### config.mk
export PLATFORM = sky130hd
export DESIGN_NAME = id_set_table_with_child_inherit
export DESIGN_NICKNAME = d
export VERILOG_FILES = /design/src/sv/ist_pkg.sv /design/src/sv/id_set_table_with_child_inherit.sv /design/src/sv/ist_mem.sv
export SDC_FILE = /design/constraint.sdc
export NUM_CORES = 2
export LEC_CHECK = 0
export ABC_CLOCK_PERIOD_IN_PS = 5740
export BUFFER_PORTS_ARGS = -buffer_cell sky130_fd_sc_hd__buf_2
export CORE_UTILIZATION = 63
export DETAILED_ROUTE_END_ITERATION = 8
export PLACE_DENSITY_LB_ADDON = 0.15
export SKIP_CTS_REPAIR_TIMING = 1
export SLEW_MARGIN = 20
export SYNTH_ARGS = -nofsm -noshare
export SYNTH_HDL_FRONTEND = slang
export SYNTH_SLANG_ARGS = --single-unit
### constraint.sdc
create_clock -name clk -period 5.74 [get_ports clk]
set_input_delay 0.574 -clock clk [delete_from_list [all_inputs] [get_ports clk]]
set_output_delay 0.574 -clock clk [all_outputs]
set_load 0.005 [all_outputs]
### src/sv/ist_pkg.sv
// shared opcodes and sizing constants for the id set table
package ist_pkg;

  localparam int MAX_ENTRIES_DEF = 64;
  localparam int PID_W           = 32;
  localparam int OP_W            = 3;

  localparam logic [OP_W-1:0] OP_QUERY     = 3'd0;
  localparam logic [OP_W-1:0] OP_SET_ROOT  = 3'd1;
  localparam logic [OP_W-1:0] OP_ADD_CHILD = 3'd2;
  localparam logic [OP_W-1:0] OP_REMOVE    = 3'd3;
  localparam logic [OP_W-1:0] OP_CLEAR     = 3'd4;

endpackage

### src/sv/id_set_table_with_child_inherit.sv
// top level: id set table with scan sequencer and result register
//
// A bounded set of 32-bit ids held in one two-port memory. Each beat on
// the command side (start high while busy is low) carries one operation; the
// block then scans the members one memory read per cycle, comparing each
// against pid and parent_pid, decides, writes back at most one entry and
// emits one result beat on done for exactly one cycle. Done is registered
// from the decide state, or from a move state for a remove that hits,
// since that remove needs a second read of the last member before moving
// it into the freed slot. busy stays high from the accepting edge until
// the result is shown, so a new command can be given in the cycle the
// result appears. The receiver cannot stall: done is a strobe and the
// result fields are valid only while it is high. The store needs no
// clearing after reset, since only slots below the count are read.
module id_set_table_with_child_inherit #(
  parameter int MAX_ENTRIES = ist_pkg::MAX_ENTRIES_DEF,
  parameter int AW          = (MAX_ENTRIES > 1) ? $clog2(MAX_ENTRIES) : 1,
  parameter int CW          = $clog2(MAX_ENTRIES + 1)
) (
  input  logic                      clk,
  input  logic                      rst,
  input  logic                      start,
  input  logic [ist_pkg::OP_W-1:0]  op,
  input  logic [ist_pkg::PID_W-1:0] pid,
  input  logic [ist_pkg::PID_W-1:0] parent_pid,
  output logic                      busy,
  output logic                      done,
  output logic                      hit,
  output logic                      changed,
  output logic [CW-1:0]             member_count
);

  localparam logic [1:0] S_IDLE   = 2'd0;
  localparam logic [1:0] S_SCAN   = 2'd1;
  localparam logic [1:0] S_DECIDE = 2'd2;
  localparam logic [1:0] S_MOVE   = 2'd3;

  localparam logic [CW-1:0] CNT_MAX = CW'(MAX_ENTRIES);
  localparam logic [CW-1:0] CNT_ONE = CW'(1);

  logic [1:0]                 state;
  // latched command beat
  logic [ist_pkg::OP_W-1:0]   cur_op;
  logic [ist_pkg::PID_W-1:0]  cur_pid;
  logic [ist_pkg::PID_W-1:0]  cur_parent;
  // scan bookkeeping
  logic [CW-1:0]              issue;
  logic                       pend;
  logic [AW-1:0]              cmp_idx;
  logic                       found;
  logic                       par_found;
  logic [AW-1:0]              slot;
  logic [CW-1:0]              used_count;

  // memory port
  logic                       rd_en;
  logic [AW-1:0]              rd_addr;
  logic [ist_pkg::PID_W-1:0]  rd_data;
  logic                       wr_en;
  logic [AW-1:0]              wr_addr;
  logic [ist_pkg::PID_W-1:0]  wr_data;

  // decision outcome
  logic                       emit;
  logic                       emit_changed;
  logic [CW-1:0]              count_new;
  logic                       go_move;
  logic                       scan_more;

  assign busy      = (state != S_IDLE);
  assign scan_more = (issue < used_count);

  ist_mem #(
    .MAX_ENTRIES (MAX_ENTRIES),
    .AW          (AW)
  ) u_mem (
    .clk     (clk),
    .rd_en   (rd_en),
    .rd_addr (rd_addr),
    .rd_data (rd_data),
    .wr_en   (wr_en),
    .wr_addr (wr_addr),
    .wr_data (wr_data)
  );

  always_comb begin
    rd_en        = 1'b0;
    rd_addr      = issue[AW-1:0];
    wr_en        = 1'b0;
    wr_addr      = '0;
    wr_data      = cur_pid;
    emit         = 1'b0;
    emit_changed = 1'b0;
    count_new    = used_count;
    go_move      = 1'b0;
    case (state)
      S_SCAN: begin
        rd_en = scan_more;
      end
      S_DECIDE: begin
        emit = 1'b1;
        case (cur_op)
          ist_pkg::OP_SET_ROOT: begin
            if (cur_pid != '0) begin
              // unchanged only when the set already was exactly {pid}
              emit_changed = !((used_count == CNT_ONE) && found);
              wr_en        = 1'b1;
              count_new    = CNT_ONE;
            end else begin
              emit_changed = (used_count != '0);
              count_new    = '0;
            end
          end
          ist_pkg::OP_CLEAR: begin
            emit_changed = (used_count != '0);
            count_new    = '0;
          end
          ist_pkg::OP_ADD_CHILD: begin
            if (par_found && !found && (used_count < CNT_MAX)) begin
              wr_en        = 1'b1;
              wr_addr      = used_count[AW-1:0];
              emit_changed = 1'b1;
              count_new    = used_count + CNT_ONE;
            end
          end
          ist_pkg::OP_REMOVE: begin
            if (found) begin
              // fetch the last member, it fills the freed slot next cycle
              rd_en   = 1'b1;
              rd_addr = AW'(used_count - CNT_ONE);
              go_move = 1'b1;
              emit    = 1'b0;
            end
          end
          default: begin
            // query and unused opcodes leave the table alone
          end
        endcase
      end
      S_MOVE: begin
        wr_en        = 1'b1;
        wr_addr      = slot;
        wr_data      = rd_data;
        emit         = 1'b1;
        emit_changed = 1'b1;
        count_new    = used_count - CNT_ONE;
      end
      default: begin
      end
    endcase
  end

  // sequencer and result register
  always_ff @(posedge clk) begin
    if (rst) begin
      state        <= S_IDLE;
      used_count   <= '0;
      done         <= 1'b0;
      issue        <= '0;
      pend         <= 1'b0;
      cmp_idx      <= '0;
      found        <= 1'b0;
      par_found    <= 1'b0;
    end else begin
      done <= emit;
      if (emit) begin
        hit          <= found;
        changed      <= emit_changed;
        member_count <= count_new;
        used_count   <= count_new;
      end
      case (state)
        S_IDLE: begin
          if (start) begin
            cur_op     <= op;
            cur_pid    <= pid;
            cur_parent <= parent_pid;
            issue      <= '0;
            pend       <= 1'b0;
            cmp_idx    <= '0;
            found      <= 1'b0;
            par_found  <= 1'b0;
            state      <= S_SCAN;
          end
        end
        S_SCAN: begin
          if (scan_more) begin
            issue <= issue + CNT_ONE;
          end
          pend <= scan_more;
          if (pend) begin
            // first match wins for the slot, any match counts for the parent
            if ((rd_data == cur_pid) && !found) begin
              found <= 1'b1;
              slot  <= cmp_idx;
            end
            if (rd_data == cur_parent) begin
              par_found <= 1'b1;
            end
            cmp_idx <= cmp_idx + AW'(1);
          end
          if (!scan_more && !pend) begin
            state <= S_DECIDE;
          end
        end
        S_DECIDE: begin
          state <= go_move ? S_MOVE : S_IDLE;
        end
        S_MOVE: begin
          state <= S_IDLE;
        end
        default: begin
          state <= S_IDLE;
        end
      endcase
    end
  end

  // result beat only follows a decide or move cycle
  a_done_src: assert property (@(posedge clk) disable iff (rst)
    done |-> ($past(state) == S_DECIDE || $past(state) == S_MOVE))
    else $error("result beat without a decision");

  // count never passes the table size
  a_count_max: assert property (@(posedge clk) disable iff (rst)
    used_count <= CNT_MAX)
    else $error("member count beyond table size");

  // memory is written only while deciding or moving
  a_wr_phase: assert property (@(posedge clk) disable iff (rst)
    wr_en |-> (state == S_DECIDE || state == S_MOVE))
    else $error("store written outside write-back");

  // an accepted command keeps the block busy the next cycle
  a_accept_busy: assert property (@(posedge clk) disable iff (rst)
    (start && !busy) |=> busy)
    else $error("command accepted but block not busy");

  // a changing remove shrinks the count by exactly one
  a_remove_dec: assert property (@(posedge clk) disable iff (rst)
    (state == S_MOVE) |=> (used_count == $past(used_count) - CNT_ONE))
    else $error("remove did not drop count by one");

endmodule

### src/sv/ist_mem.sv
// synchronous id store, one read and one write per cycle, registered read
module ist_mem #(
  parameter int MAX_ENTRIES = ist_pkg::MAX_ENTRIES_DEF,
  parameter int AW          = (MAX_ENTRIES > 1) ? $clog2(MAX_ENTRIES) : 1
) (
  input  logic                     clk,
  input  logic                     rd_en,
  input  logic [AW-1:0]            rd_addr,
  output logic [ist_pkg::PID_W-1:0] rd_data,
  input  logic                     wr_en,
  input  logic [AW-1:0]            wr_addr,
  input  logic [ist_pkg::PID_W-1:0] wr_data
);

  logic [ist_pkg::PID_W-1:0] store [MAX_ENTRIES];

  always_ff @(posedge clk) begin
    if (wr_en) begin
      store[wr_addr] <= wr_data;
    end
    if (rd_en) begin
      rd_data <= store[rd_addr];
    end
  end

endmodule

==> impl_results.md <==
- Post-route ant nets: 0
- Peak supply drop: between 200 and 300 uV
- Crit path cell chain: inv_1 > ha_1 > inv_1 > o21ai_2 > and2_4 > buf_12 > buf_4 > mux2i_1 > a32oi_1 > a21oi_1 > nor4_1 > o21a_1
- CP most frequent cell: inv_1
- Period utilization: 0.866
- Starting Density: 0.634
- Die area: between 100000 and 150000 sq um
- Hold path start: op[1]
- Distinct cells, synth: 68
- Fill count: 8370
- Core region area: around 140000 sq um
- Critical path's top delay family: buffers and inverters
- Buf+Inv Stages, Crit Path: 4
- Layout cell share with drive strength beyond 1: 0.127
- Row cnt: 135
- Leak Pwr: roughly 30 nW
- Largest net degree at the start of global routing: between 100 and 150
- Startpoint Class: register
- 1st-iter DRT viols: ~9000
- Gpl congestion: ~0.95
- Fmax: 201 MHz
- Reg-to-reg startpoint: state[0]
- Worst-path clk slew: roughly 0.06 ns
- Worst path max stage delay: a little under 0.8 ns
- Final WL: between 200000 and 250000 um
- Vias in the first global route: between 40000 and 50000
- Port Buffer Count: 80
- Die height: between 300 and 400 um
- CTS max path bufs: 3
- Min-delay worst type: primary input to register
- Leading cell types by total area after synthesis: edfxtp_1, mux2i_1, nand2_1, a32oi_1, a21oi_1
- Slew headroom: 0.149
- Main synth FF type: edfxtp_1
- CTS Buf Count: roughly 210
- Crit path capture type: register
- Initial antenna violation count: 8
- Cell taking the most area after synthesis: edfxtp_1
- DRC viols: 0
- # clock sinks: approximately 2200
- Final non-filler cell total: about 7600
- Synth async-reset ratio: 0
- Syn_nets: 5494
- #FFs+latches synth: between 2000 and 2500
- Yosys top cell area share: 0.757
- Fin. max-slew vios: 0
- Power Dens Cells: between 300 and 400 nW/um^2
- DR vias/cell: roughly 6.9
- Post-Syn Area: ~86000 sq um
- Skew final: roughly 0.029 ns
- Total chip power: approximately 0.035 W
- Gr ovfl total: 0
- I/O pin cnt: 81
- Post-layout util: 0.716
- CP max FO: 92
- Max stage delay cell, worst path: nor4_1
- Setup TNS: 0 ns
- Post-layout net count: about 5700
- WP data arrival: between 5 and 6 ns
- First-pass GRT wire length: between 300000 and 400000 um
- Routed via count: ~52000
- Ys Warns: 0
- WL/cell: approximately 32 um
- CTS tree: done
- Slew @ Worst Pin: approximately 1.3 ns
- Status: complete, no violations
- DIE WIDTH: 371 um
- EDFF count, synth: roughly 2200
- Critical path origin: state[0]
- GRT Total Usage: 0.354
- Unrepaired setup endpoints after global routing: no
- Post-DP HPWL: between 100000 and 150000 um
- Fin crit period: a little under 5 ns
- CTS Root Cell: clkbuf_16
- # H-tree levels: 4
- Setup Crit Path Kind: register to register
- Final setup violation count: 0
- Synth Instances: between 5000 and 6000
- Max cap viols: 0
- Placed insts: approximately 7100
- CP required: between 6 and 7 ns
- Layout area overhead: 12.9%
- Post-synthesis sequential area ratio: 0.763
- Final Hold Viols: 0
- Worst skew pair latency: 0.86 ns
- Avg Cell Area, Syn: 15.9 sq um
- TritonRoute pass-1 iters: 8
- Worst reg-to-reg setup slack: 0.77 ns
==> cells in the mapped netlist (3+ instances only) <==
library cell  count
and4_1            3
nand4_1          21
a22o_1            8
o41ai_1          26
nor2_1          104
mux4_2           23
nand3_1          36
inv_1            19
o32ai_1           3
o21ai_0          17
a21boi_0          3
xor2_1           25
buf_4            48
a221oi_1         23
o21a_1           27
dfxtp_1          26
ha_1             17
or3_1             3
buf_6            17
mux2i_1         449
clkbuf_1        131
o2111ai_1         3
a211oi_1          6
o21ai_1           6
a31oi_1          26
nand2_1        1050
buf_1            18
nor3_1            7
and3_1           12
nor4_1           46
a221o_1           3
xnor2_1          51
and2_1            6
a311oi_1         12
a32o_1            5
a22oi_1          24
mux2_2           33
nand2b_1          8
edfxtp_1       2162
nor2b_1           9
a21o_1            7
a32oi_1         426
a21oi_1         306
buf_2           118
==> registers in the layout, indices dropped and copies added, names as in the netlist <==
register and flops:
used_count 7, par_found 1, done 1, pend 1, u_mem.rd_data 32, issue 7, changed 1, cur_pid 32
member_count 7, hit 1, found 1, u_mem.store 2048, slot 6, state 2, cur_parent 32, cmp_idx 6
cur_op 3
==> per-stage QoR <==
step / cell area (sq um) / hold slack [ns] / setup slack (ns)
after floorplan: 85800 / 0.428 / 1.65
after global placement: 89500 / 0.465 / 0.936
after detailed placement: 89500 / 0.454 / 0.950
after CTS: 96200 / -0.132 / 0.966
after global routing: 96900 / 0.0241 / 0.566
final: 96900 / 0.0330 / 0.768
==> cells by family (layout without fill, tap and decap cells) <==
| kind of cell | count (synthesis) | in the layout | synth area share |
|---|---|---|---|
| flops | 2188 | 2188 | 0.763 |
| fa+ha+maj | 17 | 17 | 0.00248 |
| compound gates | 951 | 951 | 0.0810 |
| mux | 507 | 507 | 0.0630 |
| simple gates | 1316 | 1316 | 0.0622 |
| xor+xnor | 76 | 76 | 0.00776 |
| other cells | 0 | 1 | 0 |
| buf+inv | 352 | 765 | 0.0209 |
==> worst register-to-register path: stages, from the launching register on <==
cell,delay (ns)
dfxtp_1,0.35
inv_1,0.13
ha_1,0.48
inv_1,0.24
o21ai_2,0.36
and2_4,0.52
buf_12,0.48
buf_4,0.84
mux2i_1,0.18
a32oi_1,0.19
a21oi_1,0.10
nor4_1,0.78
o21a_1,0.21
==> layout by cell type, fill, tap and decap left out, types with 18 or more instances in the layout <==
cell and n:
edfxtp_1 2162, nand2_1 1045, mux2i_1 449, a32oi_1 425, a21oi_1 305, clkbuf_16 215
buf_4 168, buf_2 80, nor2_4 69, dlygate4sd3_1 66, xnor2_1 51, clkinv_1 49
nor4_1 45, clkbuf_1 45, buf_12 43, clkinv_2 39, nand3_1 36, nor2_1 35
o21a_1 27, a31oi_1 26, dfxtp_1 26, xor2_1 25, a22oi_1 24, a221oi_1 23
mux4_2 23, o41ai_1 22, nand4_1 21, inv_1 19, mux2_4 18
==> where the power goes <==
group / leakage (nW) / total (W) / internal, W / switching, W
clock: 3.27 / 0.0135 / 0.00761 / 0.00593
combinational: 7.29 / 0.00282 / 0.000699 / 0.00212
sequential: 19.7 / 0.0186 / 0.0185 / 0.000185
total: 30.2 / 0.0350 / 0.0268 / 0.00824
==> path summary, 6_finish.rpt <==
path,cells after the start,to
max,12,u_mem.rd_data[17]
min,1,cur_op[1]
max reg2reg,12,u_mem.rd_data[17]
min reg2reg,0,slot[5]
==> final cells by class <==
class                      instances  area, sq um  share of cell area
multi-input combinational       2867        19300               0.199
tap                             1781         2230              0.0230
timing repair buffer             357         3180              0.0328
clock buffer                     263         5590              0.0577
sequential                      2188        65400               0.675
antenna                            1         2.50           0.0000258
inverter                          19         71.3            0.000736
clock inverter                   126         1120              0.0115
==> layer usage <==
metal	GRT usage	part of all wire
met1	0.503	0.37
met4	0.164	0.051
met3	0.0772	0.13
met2	0.527	0.45
met5	0	0.000094
Power figures use the tool's default switching activity.
